===== src/hdl/ebalu_pkg.sv =====
// Shared types and constants of the eight-bit accumulator ALU.
// Used by the front, queue, back and top-level modules; depends on nothing.
package ebalu_pkg;

	// Operation codes carried in req_type.
	localparam logic [3:0] OP_ADD = 4'd0;
	localparam logic [3:0] OP_ADC = 4'd1;
	localparam logic [3:0] OP_SUB = 4'd2;
	localparam logic [3:0] OP_SBC = 4'd3;
	localparam logic [3:0] OP_AND = 4'd4;
	localparam logic [3:0] OP_XOR = 4'd5;
	localparam logic [3:0] OP_OR  = 4'd6;
	localparam logic [3:0] OP_CP  = 4'd7;
	localparam logic [3:0] OP_INC = 4'd8;
	localparam logic [3:0] OP_DEC = 4'd9;
	localparam logic [3:0] OP_DAA = 4'd10;
	localparam logic [3:0] OP_CPL = 4'd11;

	// Decimal adjust constants.
	localparam logic [7:0] DAA_HI_LIMIT = 8'h99;
	localparam logic [7:0] DAA_HI_ADJ   = 8'h60;
	localparam logic [7:0] DAA_LO_ADJ   = 8'h06;
	localparam logic [3:0] DAA_LO_LIMIT = 4'h9;
	localparam logic [3:0] NIBBLE_MAX   = 4'hF;
	localparam logic [7:0] BYTE_ONES    = 8'hFF;

	// Queue between front and back.
	localparam int QDEPTH = 2;
	localparam int QPTR_W = (QDEPTH > 1) ? $clog2(QDEPTH) : 1;
	localparam int QCNT_W = $clog2(QDEPTH + 1);

	typedef enum logic [3:0] {
		CL_ADD,
		CL_SUB,
		CL_AND,
		CL_XOR,
		CL_OR,
		CL_INC,
		CL_DEC,
		CL_DAA,
		CL_CPL,
		CL_NOP
	} op_class_t;

	typedef struct packed {
		logic [3:0] req_type;
		logic [7:0] operand;
	} req_t;

	typedef struct packed {
		logic [7:0] acc_out;
		logic [7:0] result_byte;
		logic       zero_flag;
		logic       subtract_flag;
		logic       half_carry_flag;
		logic       carry_flag;
	} rsp_t;

	// A classified operation as it waits in the queue.
	typedef struct packed {
		op_class_t  cls;
		logic       with_carry;
		logic       write_acc;
		logic [7:0] operand;
	} q_item_t;

	typedef struct packed {
		logic empty;
		logic full;
	} q_status_t;

	typedef struct packed {
		logic z;
		logic n;
		logic h;
		logic c;
	} flags_t;

endpackage


===== src/hdl/ebalu_front.sv =====
// Front end: accepts requests and classifies the operation code.
// Depends on ebalu_pkg; feeds the queue in ebalu_queue.
module ebalu_front import ebalu_pkg::*; (
	input  logic      clk,
	input  logic      arst_n,
	input  logic      req_valid,
	output logic      req_stall,
	input  req_t      req,
	input  q_status_t q_status,
	output logic      push,
	output q_item_t   push_item
);

	logic    valid_s1;
	q_item_t item_s1;
	q_item_t item_dec;
	logic    take_in;

	always_comb begin
		item_dec            = '0;
		item_dec.operand    = req.operand;
		item_dec.with_carry = 1'b0;
		item_dec.write_acc  = 1'b1;
		unique case (req.req_type) inside
			OP_ADD, OP_ADC: begin
				item_dec.cls        = CL_ADD;
				item_dec.with_carry = (req.req_type == OP_ADC);
			end
			OP_SUB, OP_SBC, OP_CP: begin
				item_dec.cls        = CL_SUB;
				item_dec.with_carry = (req.req_type == OP_SBC);
				item_dec.write_acc  = (req.req_type != OP_CP);
			end
			OP_AND: item_dec.cls = CL_AND;
			OP_XOR: item_dec.cls = CL_XOR;
			OP_OR:  item_dec.cls = CL_OR;
			OP_INC: item_dec.cls = CL_INC;
			OP_DEC: item_dec.cls = CL_DEC;
			OP_DAA: item_dec.cls = CL_DAA;
			OP_CPL: item_dec.cls = CL_CPL;
			default: item_dec.cls = CL_NOP;
		endcase
	end

	// The stage empties whenever the queue has room, so a new transfer can
	// follow in every cycle.
	assign push      = valid_s1 && !q_status.full;
	assign req_stall = valid_s1 && q_status.full;
	assign take_in   = req_valid && !req_stall;
	assign push_item = item_s1;

	always_ff @(posedge clk or negedge arst_n) begin
		if (!arst_n) begin
			valid_s1 <= 1'b0;
		end else if (take_in) begin
			valid_s1 <= 1'b1;
		end else if (push) begin
			valid_s1 <= 1'b0;
		end
	end

	always_ff @(posedge clk) begin
		if (take_in) begin
			item_s1 <= item_dec;
		end
	end

endmodule


===== src/hdl/ebalu_queue.sv =====
// Short queue of classified operations between front and back.
// Depends on ebalu_pkg.
module ebalu_queue import ebalu_pkg::*; (
	input  logic      clk,
	input  logic      arst_n,
	input  logic      push,
	input  q_item_t   push_item,
	input  logic      pop,
	output q_item_t   head,
	output q_status_t status
);

	q_item_t           entries_q [QDEPTH];
	logic [QPTR_W-1:0] wr_ptr_q;
	logic [QPTR_W-1:0] rd_ptr_q;
	logic [QCNT_W-1:0] cnt_q;

	function automatic logic [QPTR_W-1:0] next_ptr(input logic [QPTR_W-1:0] p);
		logic [QPTR_W-1:0] r;
		if (p == QPTR_W'(QDEPTH - 1)) begin
			r = '0;
		end else begin
			r = p + QPTR_W'(1);
		end
		return r;
	endfunction

	assign status.empty = (cnt_q == '0);
	assign status.full  = (cnt_q == QCNT_W'(QDEPTH));
	assign head         = entries_q[rd_ptr_q];

	always_ff @(posedge clk or negedge arst_n) begin
		if (!arst_n) begin
			wr_ptr_q <= '0;
			rd_ptr_q <= '0;
			cnt_q    <= '0;
		end else begin
			if (push) begin
				wr_ptr_q <= next_ptr(wr_ptr_q);
			end
			if (pop) begin
				rd_ptr_q <= next_ptr(rd_ptr_q);
			end
			if (push && !pop) begin
				cnt_q <= cnt_q + QCNT_W'(1);
			end else if (pop && !push) begin
				cnt_q <= cnt_q - QCNT_W'(1);
			end
		end
	end

	always_ff @(posedge clk) begin
		if (push) begin
			entries_q[wr_ptr_q] <= push_item;
		end
	end

	a_no_pop_empty: assert property (@(posedge clk) disable iff (!arst_n)
		pop |-> !status.empty)
		else $error("queue popped while empty");

	a_no_push_full: assert property (@(posedge clk) disable iff (!arst_n)
		push |-> !status.full)
		else $error("queue pushed while full");

	a_count_grows: assert property (@(posedge clk) disable iff (!arst_n)
		(push && !pop) |=> (cnt_q == $past(cnt_q) + QCNT_W'(1)))
		else $error("queue count did not follow a push");

	a_count_range: assert property (@(posedge clk) disable iff (!arst_n)
		cnt_q <= QCNT_W'(QDEPTH))
		else $error("queue count beyond depth");

endmodule


===== src/hdl/ebalu_back.sv =====
// Back end: executes queued operations against the accumulator and flags,
// and holds each result in an output register. Depends on ebalu_pkg.
module ebalu_back import ebalu_pkg::*; (
	input  logic      clk,
	input  logic      arst_n,
	input  q_item_t   head,
	input  q_status_t q_status,
	output logic      pop,
	output logic      rsp_valid,
	input  logic      rsp_stall,
	output rsp_t      rsp
);

	logic [7:0] acc_q;
	flags_t     flags_q;
	logic       out_valid_q;
	rsp_t       out_q;

	logic [7:0] acc_nx;
	logic [7:0] wb_nx;
	flags_t     flags_nx;
	logic       cin;
	logic [8:0] sum;
	logic [4:0] sum_lo;
	logic [8:0] diff;
	logic [4:0] diff_lo;
	logic [7:0] logic_res;
	logic [7:0] daa_adj;
	logic       daa_c;
	logic [7:0] daa_res;
	logic [7:0] inc_res;
	logic [7:0] dec_res;

	assign pop = !q_status.empty && (!out_valid_q || !rsp_stall);

	always_comb begin
		cin     = head.with_carry & flags_q.c;
		sum     = {1'b0, acc_q} + {1'b0, head.operand} + 9'(cin);
		sum_lo  = {1'b0, acc_q[3:0]} + {1'b0, head.operand[3:0]} + 5'(cin);
		diff    = {1'b0, acc_q} - {1'b0, head.operand} - 9'(cin);
		diff_lo = {1'b0, acc_q[3:0]} - {1'b0, head.operand[3:0]} - 5'(cin);
		inc_res = head.operand + 8'd1;
		dec_res = head.operand - 8'd1;

		case (head.cls)
			CL_AND:  logic_res = acc_q & head.operand;
			CL_XOR:  logic_res = acc_q ^ head.operand;
			default: logic_res = acc_q | head.operand;
		endcase

		// Decimal adjust: upward after an addition, downward after a subtraction.
		daa_adj = '0;
		daa_c   = flags_q.c;
		if (!flags_q.n) begin
			if (flags_q.c || (acc_q > DAA_HI_LIMIT)) begin
				daa_adj = daa_adj | DAA_HI_ADJ;
				daa_c   = 1'b1;
			end
			if (flags_q.h || (acc_q[3:0] > DAA_LO_LIMIT)) begin
				daa_adj = daa_adj | DAA_LO_ADJ;
			end
			daa_res = acc_q + daa_adj;
		end else begin
			if (flags_q.c) begin
				daa_adj = daa_adj | DAA_HI_ADJ;
			end
			if (flags_q.h) begin
				daa_adj = daa_adj | DAA_LO_ADJ;
			end
			daa_res = acc_q - daa_adj;
		end

		acc_nx   = acc_q;
		flags_nx = flags_q;
		case (head.cls)
			CL_ADD: begin
				acc_nx   = sum[7:0];
				flags_nx = '{z: (sum[7:0] == '0), n: 1'b0, h: sum_lo[4], c: sum[8]};
			end
			CL_SUB: begin
				if (head.write_acc) begin
					acc_nx = diff[7:0];
				end
				flags_nx = '{z: (diff[7:0] == '0), n: 1'b1, h: diff_lo[4], c: diff[8]};
			end
			CL_AND, CL_XOR, CL_OR: begin
				acc_nx   = logic_res;
				flags_nx = '{z: (logic_res == '0), n: 1'b0,
					h: (head.cls == CL_AND), c: 1'b0};
			end
			CL_INC: begin
				flags_nx = '{z: (inc_res == '0), n: 1'b0,
					h: (head.operand[3:0] == NIBBLE_MAX), c: flags_q.c};
			end
			CL_DEC: begin
				flags_nx = '{z: (dec_res == '0), n: 1'b1,
					h: (head.operand[3:0] == 4'h0), c: flags_q.c};
			end
			CL_DAA: begin
				acc_nx   = daa_res;
				flags_nx = '{z: (daa_res == '0), n: flags_q.n, h: 1'b0, c: daa_c};
			end
			CL_CPL: begin
				acc_nx   = acc_q ^ BYTE_ONES;
				flags_nx = '{z: flags_q.z, n: 1'b1, h: 1'b1, c: flags_q.c};
			end
			default: begin
				acc_nx   = acc_q;
				flags_nx = flags_q;
			end
		endcase

		case (head.cls)
			CL_INC:  wb_nx = inc_res;
			CL_DEC:  wb_nx = dec_res;
			default: wb_nx = acc_nx;
		endcase
	end

	always_ff @(posedge clk or negedge arst_n) begin
		if (!arst_n) begin
			acc_q       <= '0;
			flags_q     <= '0;
			out_valid_q <= 1'b0;
		end else begin
			if (pop) begin
				acc_q       <= acc_nx;
				flags_q     <= flags_nx;
				out_valid_q <= 1'b1;
			end else if (!rsp_stall) begin
				out_valid_q <= 1'b0;
			end
		end
	end

	always_ff @(posedge clk) begin
		if (pop) begin
			out_q.acc_out         <= acc_nx;
			out_q.result_byte     <= wb_nx;
			out_q.zero_flag       <= flags_nx.z;
			out_q.subtract_flag   <= flags_nx.n;
			out_q.half_carry_flag <= flags_nx.h;
			out_q.carry_flag      <= flags_nx.c;
		end
	end

	assign rsp_valid = out_valid_q;
	assign rsp       = out_q;

	a_result_follows: assert property (@(posedge clk) disable iff (!arst_n)
		pop |=> (out_valid_q && (out_q.acc_out == acc_q)))
		else $error("result register does not match the accumulator");

	a_no_overwrite: assert property (@(posedge clk) disable iff (!arst_n)
		(out_valid_q && rsp_stall) |-> !pop)
		else $error("stalled result overwritten");

	a_acc_held: assert property (@(posedge clk) disable iff (!arst_n)
		!pop |=> $stable(acc_q) && $stable(flags_q))
		else $error("accumulator changed without an operation");

endmodule


===== src/hdl/eight_bit_alu_with_flags_top.sv =====
// Top level of the eight-bit accumulator ALU with flags.
// Depends on ebalu_pkg, ebalu_front, ebalu_queue and ebalu_back.
//
//   Channel  Handshake             Payload  Carries
//   req      req_valid/req_stall   req_t    req_type, operand
//   rsp      rsp_valid/rsp_stall   rsp_t    acc_out, result_byte, Z, N, H, C flags
//
// One operation per cycle sustained while rsp_stall stays low; a request passes from
// the front stage register through the queue into execute and the result register.
// The accumulator and flag update loops from acc_q and flags_q back into them in the back end.
// arst_n clears the accumulator, the flags and all valid state.
// A stall on rsp fills the queue first; req_stall rises only once it is full.
module eight_bit_alu_with_flags_top import ebalu_pkg::*; (
	input  logic clk,
	input  logic arst_n,
	input  logic req_valid,
	output logic req_stall,
	input  req_t req,
	output logic rsp_valid,
	input  logic rsp_stall,
	output rsp_t rsp
);

	q_status_t q_status;
	logic      push;
	q_item_t   push_item;
	logic      pop;
	q_item_t   head;

	ebalu_front u_front (
		.clk       (clk),
		.arst_n    (arst_n),
		.req_valid (req_valid),
		.req_stall (req_stall),
		.req       (req),
		.q_status  (q_status),
		.push      (push),
		.push_item (push_item)
	);

	ebalu_queue u_queue (
		.clk       (clk),
		.arst_n    (arst_n),
		.push      (push),
		.push_item (push_item),
		.pop       (pop),
		.head      (head),
		.status    (q_status)
	);

	ebalu_back u_back (
		.clk       (clk),
		.arst_n    (arst_n),
		.head      (head),
		.q_status  (q_status),
		.pop       (pop),
		.rsp_valid (rsp_valid),
		.rsp_stall (rsp_stall),
		.rsp       (rsp)
	);

endmodule


===== config.mk =====
export PLATFORM = sky130hd
export DESIGN_NAME = eight_bit_alu_with_flags_top
export DESIGN_NICKNAME = d
export VERILOG_FILES = /design/src/hdl/ebalu_pkg.sv /design/src/hdl/ebalu_front.sv /design/src/hdl/ebalu_queue.sv /design/src/hdl/ebalu_back.sv /design/src/hdl/eight_bit_alu_with_flags_top.sv
export SDC_FILE = /design/constraint.sdc
export NUM_CORES = 1
export LEC_CHECK = 0
export BUFFER_PORTS_ARGS = -buffer_cell sky130_fd_sc_hd__clkbuf_2
export CAP_MARGIN = 0
export CELL_PAD_IN_SITES_DETAIL_PLACEMENT = 0
export CELL_PAD_IN_SITES_GLOBAL_PLACEMENT = 1
export CORE_MARGIN = 2
export CORE_UTILIZATION = 40
export CTS_BUF_LIST = sky130_fd_sc_hd__clkbuf_16
export DETAILED_ROUTE_END_ITERATION = 6
export PLACE_DENSITY = 0.76
export SKIP_LAST_GASP = 1
export SLEW_MARGIN = 20
export SYNTH_ARGS = -nofsm -noshare
export SYNTH_HDL_FRONTEND = slang
export SYNTH_SLANG_ARGS = --single-unit

===== constraint.sdc =====
create_clock -name clk -period 12.43 [get_ports clk]
set_clock_uncertainty 0.2 [all_clocks]
set_input_delay 2.486 -clock clk [delete_from_list [all_inputs] [get_ports clk]]
set_output_delay 2.486 -clock clk [all_outputs]
set_load 0.005 [all_outputs]

==> summary.md, run 1 <==
| Metric | Value |
|---|---|
| Via density | 5.932 |
| GR Util All Layers | 22.76% |
| Wirelength per Cell | 22.62 um |
| Pre-CTS setup slack | 7.605 ns |
| CTS tree | done |
| Core box area | 14530 sq um |
| Post-Route WL | 17930 um |
| RSZ-0062 raised after global routing | false |
| Mapped Cells | 569 |
| Die ar. | 15920 sq um |
| Final min period | 4.869 ns |
| Hold Fails Final Rpt | 0 |
| Die width | 126.2 um |
| Max-cap violation count | 0 |
| CP Class | reg -> reg |
| Slew @ Worst Pin | 1.045 ns |
| Slew Viols, Final | 0 |
| GR Layer Usage met1 | 29.84% |
| Ranking of synthesized cells by area | edfxtp_1, ha_1, dfrtp_1 |
| Post-route ant nets | 0 |
| Initial core utilization | 41.08% |
| Most used DFF post-synth | edfxtp_1 |
| Mean Syn Cell Area | 10.49 sq um |
| Met3 GRT Util | 3.993% |
| CTS Sinks | 80 |
| Post-synth EDFFs | 62 |
| GR Util met2 | 37.70% |
| Post-Syn Nets | 634 |
| Post-DP HPWL | 13860 um |
| Num rows | 44 |
| Vias in the first global route | 4542 |
| CTS Root Buffer Type | clkbuf_16 |
| Port Buffers | 37 |
| Worst path slowest cell | dfrtp_2 |
| Post-layout util | 45.27% |
| Finished Layout Cells | 793 |
| CP max FO | 36 |
| Initial DRC count | 452 |
| Setup crit end kind | flop |
| DRC | 0 |
| Setup violations, final | 0 |
| Seq/Total Area, Yosys | 38.73% |
| Clock transition at path regs | 0.07 ns |
| Ant diodes | 0 |
| Area occupied by multi-input gates | 3388 sq um |
| Clock buffer depth | 2 |
| Slew HR | 30.31% |
| F_max | 205.4 MHz |
| Area Growth Syn to Fin | 10.21% |
| Post-CTS sizing | 0 |
| Largest area contributor in the netlist | edfxtp_1 |
| Distinct cells, synth | 82 |
| Outcome | complete, no violations |
| Total grt overflow | 0 |
| Yosys warning count | 0 |
| Setup ws final | 7.561 ns |
| Via Count | 4704 |
| Biggest cell delay along the critical path | 1.06 ns |
| Worst hold path type | reg -> reg |
| Hold Buf Count CTS | 0 |
| GP Congestion | 0.9292 |
| Netlist Area Pre-Place | 5971 sq um |
| Register area | 2313 sq um |
| Cells along the critical path | mux2i_1 > inv_1 > fa_1 > inv_1 > ha_1 > o21ai_0 > a22oi_1 > xor2_1 > o21ai_0 > inv_1 > o21ai_0 > o21ai_1 |
| Layout cell share with drive strength beyond 1 | 17.24% |
| First-pass GRT wire length | 27140 um |
| NumNets Final | 669 |
| Clock buffer count from CTS | 9 |
| Final period util | 39.17% |
| Clock Latency Late Sink | 0.34 ns |
| Post-CTS Setup Inserts | 0 |
| Setup crit start kind | flop |
| Top cell type's share of synthesized area | 31.18% |
| Fillers | 1390 |
| Die Y | 126.2 um |
| H-tree depth | 3 |
| Io pins | 38 |
| Initial antenna violation count | 0 |
| Synth Register Bits | 80 |
| TritonRoute pass-1 iters | 5 |
| Synth async-reset ratio | 22.50% |
| Setup TNS | 0 ns |
| Gr busiest metal | met2 |
| Placed Instances | 777 |
| Largest net degree at the start of global routing | 37 |
| CP arrival | 4.75 ns |
| CP required | 12.32 ns |
-- area by class of cell --
class | count | share of cell area [%]
multi-input combinational | 433 | 51.49
sequential | 80 | 35.16
tap | 184 | 3.499
clock buffer | 9 | 3.423
timing repair buffer | 38 | 2.928
inverter | 42 | 2.396
clock inverter | 7 | 1.103
-- cells by family after synthesis --
family                     after synthesis  synth area share (%)
AOI/OAI and AO/OA                      144                 17.35
DFF                                     80                 38.73
and+or+nand+nor                        171                 15.63
adders and majority gates               49                 10.77
muxes                                   32                 7.523
buffers and inverters                   56                 4.568
xor gates and xnor gates                37                 5.428
-- cells in the mapped netlist, types with 5 or more instances --
library cell and number:
nand2_1 41, o21ai_0 26, xor2_1 9, mux2i_1 11, a21oi_1 23, o211ai_1 8, o21ai_1 7, nand2b_1 11
ha_1 45, dfrtp_1 18, nand3_1 17, mux2i_4 8, xnor2_1 28, mux2_2 9, edfxtp_1 62, a31oi_1 7
a22oi_1 5, inv_1 40, a211oi_1 6, o22ai_1 13, nor3_1 9, nor2_1 40, nor4_1 10, nand4_1 7
-- placed cells by master (no fill, tap or decap), types with 4 or more instances in the layout --
cell | synthesis | final
nand2b_1 | 11 | 11
dfrtp_1 | 18 | 17
nand2_1 | 41 | 41
fa_1 | 4 | 4
a22oi_1 | 5 | 5
xnor2_1 | 28 | 28
mux2_2 | 9 | 9
a31oi_1 | 7 | 7
clkbuf_16 | 0 | 9
ha_1 | 45 | 45
o22ai_1 | 13 | 13
mux2i_4 | 8 | 8
a221o_1 | 4 | 4
a21o_1 | 4 | 4
nand3_1 | 17 | 17
a21oi_1 | 23 | 23
nor3_1 | 9 | 9
clkbuf_2 | 0 | 37
o21ai_1 | 7 | 7
o211ai_1 | 8 | 8
xor2_1 | 9 | 9
o21ai_0 | 26 | 26
o31ai_1 | 4 | 4
mux2i_1 | 11 | 11
nand4_1 | 7 | 7
nor2_1 | 40 | 39
a211oi_1 | 6 | 6
nor4_1 | 10 | 10
inv_1 | 40 | 39
edfxtp_1 | 62 | 62
nor2b_1 | 4 | 4
-- worst max-delay path, delay by kind of cell (launching register included) --
kind / cells / cell delay, ns
mux: 1 / 0.75
compound gates: 5 / 1.13
xor+xnor: 1 / 0.18
buf+inv: 3 / 0.46
flops: 1 / 1.06
fa+ha+maj: 2 / 0.84
-- sequential cells by signal, summed over array words and instances (netlist names) --
register / cells
u_back.rsp: 20
u_back.rsp_valid: 1
u_queue.rd_ptr_q: 1
u_queue.wr_ptr_q: 1
u_queue.entries_q: 28
u_back.flags_q: 4
u_front.valid_s1: 1
u_queue.cnt_q: 2
u_front.push_item: 14
u_back.acc_q: 8
-- routing by layer --
layer  wire (um)  up-vias
met3        1029       36
met2        8590      185
met1        7668     2273
met5           0        -
li1            -     2210
met4         645        0
-- metrics by stage --
step / instance area, sq um / hold slack (ns)
detailed placement: 6280 / 0.2322
global placement: 6280 / 0.2221
floorplan: 5971 / 0.2215
global route: 6580 / 0.2565
CTS: 6578 / 0.2460
finish: 6580 / 0.2544
-- worst paths after layout --
path / startpoint / slack (ns) / depth (start not counted) / endpoint
hold / removal: u_front.push_item[7] / 0.25 / 0 / u_queue.entries_q[0][7]
setup reg to reg: u_queue.rd_ptr_q / 7.56 / 12 / u_back.rsp[9]
setup / recovery: u_queue.rd_ptr_q / 7.56 / 12 / u_back.rsp[9]
max in group asynchronous: arst_n / 9.70 / 1 / u_queue.rd_ptr_q
min in group asynchronous: arst_n / 1.92 / 1 / u_back.flags_q[3]
hold reg to reg: u_front.push_item[7] / 0.25 / 0 / u_queue.entries_q[0][7]
Power of run 1 is left out: the tool's default activity adds up to more than one toggle a clock period on the data nets, which glitch-free logic cannot reach.
==> inputs of run 2 (changes only) <==
Settings changed: ABC_AREA from default to 1, PLACE_DENSITY 0.76 to 0.82.
Clock period 12.43 ns to 4.2 ns, I/O delays scaled along.
==> summary.md, run 2 <==
| Metric | Value |
|---|---|
| Outcome | complete, no violations |
| Largest net degree at the start of global routing | 40 (+8.1%) |
| CP Class | reg -> reg |
| Die Y | 127.3 um (+0.87%) |
| Max-cap violation count | 0 (unchanged) |
| Commonest non-fill, non-tap cell in the layout | nand2_1 |
| Initial antenna violation count | 0 (unchanged) |
| H-tree depth | 3 (unchanged) |
| Via density | 5.058 (-15%) |
| Initial DRC count | 405 (-10%) |
| Setup TNS | 0 ns (unchanged) |
| Worst-case reg-to-reg path depth | 18 (+6) |
| Setup crit end kind | flop |
| TritonRoute pass-1 iters | 7 (+2) |
| Area Growth Syn to Fin | 11.34% |
| First-pass GRT wire length | 25670 um (-5.4%) |
| Post-CTS sizing | 0 (unchanged) |
| Hold Buf Count CTS | 0 (unchanged) |
| Via Count | 5129 (+9.0%) |
| Port Buffers | 37 (unchanged) |
| NumNets Final | 886 (+32%) |
| Fillers | 1523 (+9.6%) |
| Initial core utilization | 40.43% (-0.65 points) |
| Core box area | 15030 sq um (+3.4%) |
| Most frequent cells in the layout | nand2_1, inv_1, edfxtp_1 |
| Most flops, register | u_queue.entries_q |
| F_max | 262.0 MHz (+28%) |
| Synth async-reset ratio | 22.50% (unchanged) |
| Mean Syn Cell Area | 7.803 sq um (-26%) |
| Pre-CTS setup slack | 0.4093 ns (-7.196 ns) |
| Post-Route WL | 15940 um (-11%) |
| Layout cell share with drive strength beyond 1 | 14.65% (-2.6 points) |
| Ant diodes | 0 (unchanged) |
| Synth cell count leaders | nand2_1, inv_1, edfxtp_1, nor2_1, nand3_1 |
| Distinct cells, synth | 49 (-40%) |
| Clock buffer count from CTS | 9 (unchanged) |
| Io pins | 38 (unchanged) |
| Hold Fails Final Rpt | 0 (unchanged) |
| Clock transition at path regs | 0.06 ns (about the same) |
| CP required | 4.09 ns (-8.23 ns) |
| CTS tree | done |
| Clock Latency Late Sink | 0.35 ns (about the same) |
| CTS Root Buffer Type | clkbuf_16 |
| Post-Syn Nets | 844 (+33%) |
| Die width | 127.3 um (+0.87%) |
| Final min period | 3.817 ns (-1.051 ns) |
| Post-CTS Setup Inserts | 0 (unchanged) |
| Worst hold path type | reg -> reg |
| Slew @ Worst Pin | 0.9153 ns (-0.1299 ns) |
| GP Congestion | 0.9089 (-2.2%) |
| Number of flip-flops in the largest register | 28 (unchanged) |
| Setup crit start kind | flop |
| Post-DP HPWL | 12790 um (-7.7%) |
| Setup violations, final | 0 (unchanged) |
| Post-route ant nets | 0 (unchanged) |
| Total grt overflow | 0 (unchanged) |
| Most frequent cell after synthesis | nand2_1 |
| CTS Sinks | 80 (unchanged) |
| Largest area contributor in the netlist | edfxtp_1 |
| Setup ws final | 0.3827 ns (-7.179 ns) |
| Num rows | 45 (+2.3%) |
| Netlist Area Pre-Place | 6078 sq um (+1.8%) |
| Clock buffer depth | 2 (unchanged) |
| Most used DFF post-synth | edfxtp_1 |
| Register area | 2312 sq um (about the same) |
| Final period util | 90.89% (+52 points) |
| Hold-critical path depth | 0 (unchanged) |
| Seq/Total Area, Yosys | 38.04% (-0.69 points) |
| Vias in the first global route | 5034 (+11%) |
| Synth Register Bits | 80 (unchanged) |
| Mapped Cells | 779 (+37%) |
| CP max FO | 23 (-36%) |
| Die ar. | 16200 sq um (+1.7%) |
| RSZ-0062 raised after global routing | false |
| Ranking of synthesized cells by area | edfxtp_1, nand2_1, ha_1 |
| CP arrival | 3.71 ns (-1.04 ns) |
| Slew Viols, Final | 0 (unchanged) |
| Wirelength per Cell | 15.72 um (-31%) |
| Area occupied by multi-input gates | 3241 sq um (-4.4%) |
| Slew HR | 38.57% (+8.3 points) |
| Post-synth EDFFs | 62 (unchanged) |
| Top cell type's share of synthesized area | 30.63% (-0.55 points) |
| DRC | 0 (unchanged) |
| Yosys warning count | 0 (unchanged) |
| GR Util All Layers | 20.60% (-2.2 points) |
-- run 2: cell types whose count changed after synthesis, moves of 10 or more --
cell,previous run,this run
mux2i_1,11,0
nand2_2,2,15
xnor2_1,28,4
nand2_1,41,244
nand2b_1,11,0
inv_1,40,105
nand3_1,17,54
nor2_1,40,61
nor4_1,10,0
-- run 2: final timing paths --
path                                           start                 endpoint  slack (ns)
max in group asynchronous                     arst_n         u_queue.rd_ptr_q        3.17
worst max-delay path                u_queue.rd_ptr_q           u_back.rsp[11]        0.38
worst min-delay path            u_front.push_item[2]  u_queue.entries_q[1][2]        0.25
worst min register to register  u_front.push_item[2]  u_queue.entries_q[1][2]        0.25
min in group asynchronous                     arst_n          u_back.acc_q[6]        0.26
worst max register to register      u_queue.rd_ptr_q           u_back.rsp[11]        0.38
-- run 2: routing by layer --
| metal | GRT usage [%] | wire length [um] |
|---|---|---|
| met2 | 32.46 | 7300 |
| met1 | 28.15 | 7345 |
| met5 | 0 | 0 |
| met4 | 9.825 | 534 |
| met3 | 2.764 | 756 |
-- run 2: cell type report --
class / instances / share of cell area, %
clock buffer: 9 / 3.328
clock inverter: 7 / 1.424
inverter: 114 / 6.434
multi-input combinational: 574 / 47.88
sequential: 80 / 34.17
tap: 188 / 3.476
timing repair buffer: 42 / 3.291
-- run 2: cell families (layout without fill, tap and decap cells) --
| family | after synthesis | after routing | synth area share (%) |
|---|---|---|---|
| AO/OA/AOI/OAI | 90 | 90 | 9.675 |
| buffers and inverters | 125 | 172 | 8.728 |
| flip-flops | 80 | 80 | 38.04 |
| XOR/XNOR | 15 | 15 | 2.161 |
| AND/OR/NAND/NOR | 420 | 420 | 30.82 |
| adder cells (fa/ha/maj) | 49 | 49 | 10.58 |
-- run 2: metrics by stage --
step	utilization (%)	instances	instance area, sq um	hold slack, ns
floorplan	-	779	6078	0.2215
global placement	42.85	998	6441	0.2245
detailed placement	42.86	998	6444	0.2355
CTS	45.00	1014	6765	0.2494
global route	45.02	1014	6768	0.2572
finish	45.02	1014	6768	0.2481
-- run 2: critical path, stage by stage (launching register included) --
cell and delay (ns):
dfrtp_1 0.61, inv_6 0.28, nand2_1 0.09, nand2_2 0.21
inv_2 0.15, fa_1 0.45, ha_1 0.31, nand2_1 0.08
nand2_1 0.08, nand4_1 0.11, nand3_1 0.08, nand2_1 0.06
nand2_1 0.09, o21ai_0 0.17, o21ai_1 0.09, nor2_1 0.10
nand3_1 0.16, nand2_1 0.15, nand3_1 0.08
Power of run 2 is left out for the same reason.
==> inputs of run 3 (changes only) <==
Settings changed: BUFFER_PORTS_ARGS -buffer_cell sky130_fd_sc_hd__clkbuf_2 to -buffer_cell sky130_fd_sc_hd__buf_2, CTS_CLUSTER_DIAMETER from default to 40, RECOVER_POWER from default to 100.
==> summary.md, run 3 (same netlist as run 2, synthesis figures left out) <==
| Metric | Value |
|---|---|
| Outcome | complete, but fails checks |
| Failing checks | capacitance limit, slew limit |
| Total grt overflow | 0 (unchanged) |
| Max-cap violation count | 1 (+1) |
| Hold Fails Final Rpt | 0 (unchanged) |
| Setup TNS | 0 ns (unchanged) |
| Initial DRC count | 389 (-4.0%) |
| CP arrival | 3.65 ns (-0.06 ns) |
| Hold Startpoint | u_front.push_item[7] |
| Hold Buf Count CTS | 0 (unchanged) |
| Worst hold path type | reg -> reg |
| Area Growth Syn to Fin | 11.94% |
| Initial core utilization | 40.43% (unchanged) |
| Register-to-Register Setup Slack | 0.44 ns (+0.06 ns) |
| CP max FO | 23 (unchanged) |
| Clock buffer depth | 2 (unchanged) |
| Clock transition at path regs | 0.06 ns (about the same) |
| Worst Hold Path EP | u_queue.entries_q[1][7] |
| GR Util met2 | 33.53% (+1.1 points) |
| Post-Route WL | 16360 um (+2.7%) |
| Vias in the first global route | 4927 (-2.1%) |
| TritonRoute pass-1 iters | 5 (-2) |
| Ant diodes | 0 (unchanged) |
| Post-route ant nets | 0 (unchanged) |
| Post-DP HPWL | 12790 um (about the same) |
| Num rows | 45 (unchanged) |
| Wirelength per Cell | 16.13 um (+2.7%) |
| Final period util | 89.50% (-1.4 points) |
| Clock buffer count from CTS | 9 (unchanged) |
| First-pass GRT wire length | 25900 um (+0.89%) |
| Fillers | 1513 (-0.66%) |
| Slew @ Worst Pin | 1.709 ns (+0.7936 ns) |
| Most frequent cells in the layout | nand2_1, inv_1, edfxtp_1 |
| Via Count | 5181 (+1.0%) |
| Layout cell share with drive strength beyond 1 | 11.62% (-3.0 points) |
| Initial antenna violation count | 0 (unchanged) |
| Via density | 5.109 (+1.0%) |
| GR Util All Layers | 20.85% (+0.25 points) |
| Die width | 127.3 um (unchanged) |
| NumNets Final | 886 (unchanged) |
| DRC | 0 (unchanged) |
| Gr busiest metal | met2 |
| Commonest non-fill, non-tap cell in the layout | nand2_1 |
| Critical R2R Launch | u_queue.rd_ptr_q |
| Most flops, register | u_queue.entries_q |
| GR Layer Usage met1 | 28.12% (-0.034 points) |
| Io pins | 38 (unchanged) |
| GP Congestion | 0.9264 (+1.9%) |
| CTS Root Buffer Type | clkbuf_16 |
| F_max | 266.0 MHz (+1.6%) |
| Largest net degree at the start of global routing | 40 (unchanged) |
| CTS Sinks | 80 (unchanged) |
| Biggest cell delay along the critical path | 0.58 ns (-0.03 ns) |
| Die ar. | 16200 sq um (unchanged) |
| RSZ-0062 raised after global routing | false |
| Setup crit end kind | flop |
| Hold-critical path depth | 0 (unchanged) |
| Slew Viols, Final | 40 (+40) |
| Setup violations, final | 0 (unchanged) |
| Clock Latency Late Sink | 0.34 ns (about the same) |
| Worst-case reg-to-reg path depth | 18 (unchanged) |
| Slew HR | -13.93% (-52 points) |
| CP Class | reg -> reg |
| Cells along the critical path | inv_6 > nand2_1 > nand2_2 > inv_2 > fa_1 > ha_1 > nand2_1 > nand2_1 > nand4_1 > nand3_1 > nand2_1 > nand2_1 > o21ai_0 > o21ai_0 > nor2_1 > nand3_1 > nand2_1 > nand3_1 |
| Setup crit start kind | flop |
| Number of flip-flops in the largest register | 28 (unchanged) |
| R2R Path End | u_back.rsp[11] |
| Core box area | 15030 sq um (unchanged) |
| Post-CTS Setup Inserts | 0 (unchanged) |
| Met3 GRT Util | 4.104% (+1.3 points) |
| Die Y | 127.3 um (unchanged) |
| Post-CTS sizing | 0 (unchanged) |
| CP required | 4.09 ns (about the same) |
| CTS tree | done |
| Port Buffers | 37 (unchanged) |
| H-tree depth | 3 (unchanged) |
| Final min period | 3.759 ns (-0.05832 ns) |
| Worst path slowest cell | dfrtp_1 |
| Most common cell on crit path | nand2_1 |
==> run 3: changes by cell type in the layout (fill, tap and decap cells not counted), sizes merged <==
| cell | before | now |
|---|---|---|
| buf | 5 | 24 |
| clkbuf | 46 | 27 |
| bufinv | 2 | 6 |
| clkinv | 3 | 0 |
| clkinvlp | 2 | 0 |
| inv | 114 | 115 |
==> run 3: worst max-delay path by stage <==
stage	endpoint	slack, ns	depth (start not counted)	start
floorplan	u_back.rsp[11]	1.19	20	u_queue.rd_ptr_q
global placement	u_back.rsp[11]	0.51	18	u_queue.rd_ptr_q
detailed placement	u_back.rsp[11]	0.47	18	u_queue.rd_ptr_q
CTS	u_back.rsp[11]	0.45	18	u_queue.rd_ptr_q
global route	u_back.rsp[11]	0.06	18	u_queue.rd_ptr_q
finish	u_back.rsp[11]	0.44	18	u_queue.rd_ptr_q
==> run 3: worst max-delay path, delay by kind of cell (launching register included) <==
family,cells,cell delay [ns]
buf+inv,2,0.42
fa+ha+maj,2,0.76
flops,1,0.58
compound gates,2,0.26
simple gates,12,1.27
==> run 3: per-stage QoR <==
| stage | cells | cell area [sq um] | utilization (%) | setup WS [ns] | hold slack, ns |
|---|---|---|---|---|---|
| floorplan | 779 | 6078 | - | 1.190 | 0.2215 |
| global placement | 998 | 6441 | 42.85 | 0.5059 | 0.2243 |
| detailed placement | 998 | 6444 | 42.86 | 0.4703 | 0.2316 |
| CTS | 1014 | 6853 | 45.58 | 0.4459 | 0.2450 |
| global route | 1014 | 6804 | 45.26 | 0.06391 | 0.2613 |
| finish | 1014 | 6804 | 45.26 | 0.4410 | 0.2441 |
==> run 3: cell type report <==
type	count	area (sq um)	area share, %
Clock buffer	9	225.2	3.310
Tap cell	188	235.2	3.457
Timing Repair Buffer	42	197.7	2.905
Sequential cell	80	2312	33.98
Clock inverter	7	183.9	2.703
Inverter	114	435.4	6.399
Multi-Input combinational cell	574	3214	47.24
==> run 3: per-layer routing <==
layer  share of wire, %  routed length, um
met4                2.5                410
met5                  0                  0
met1                 45               7305
met3                6.4               1047
met2                 46               7595
Power of run 3 is left out for the same reason.
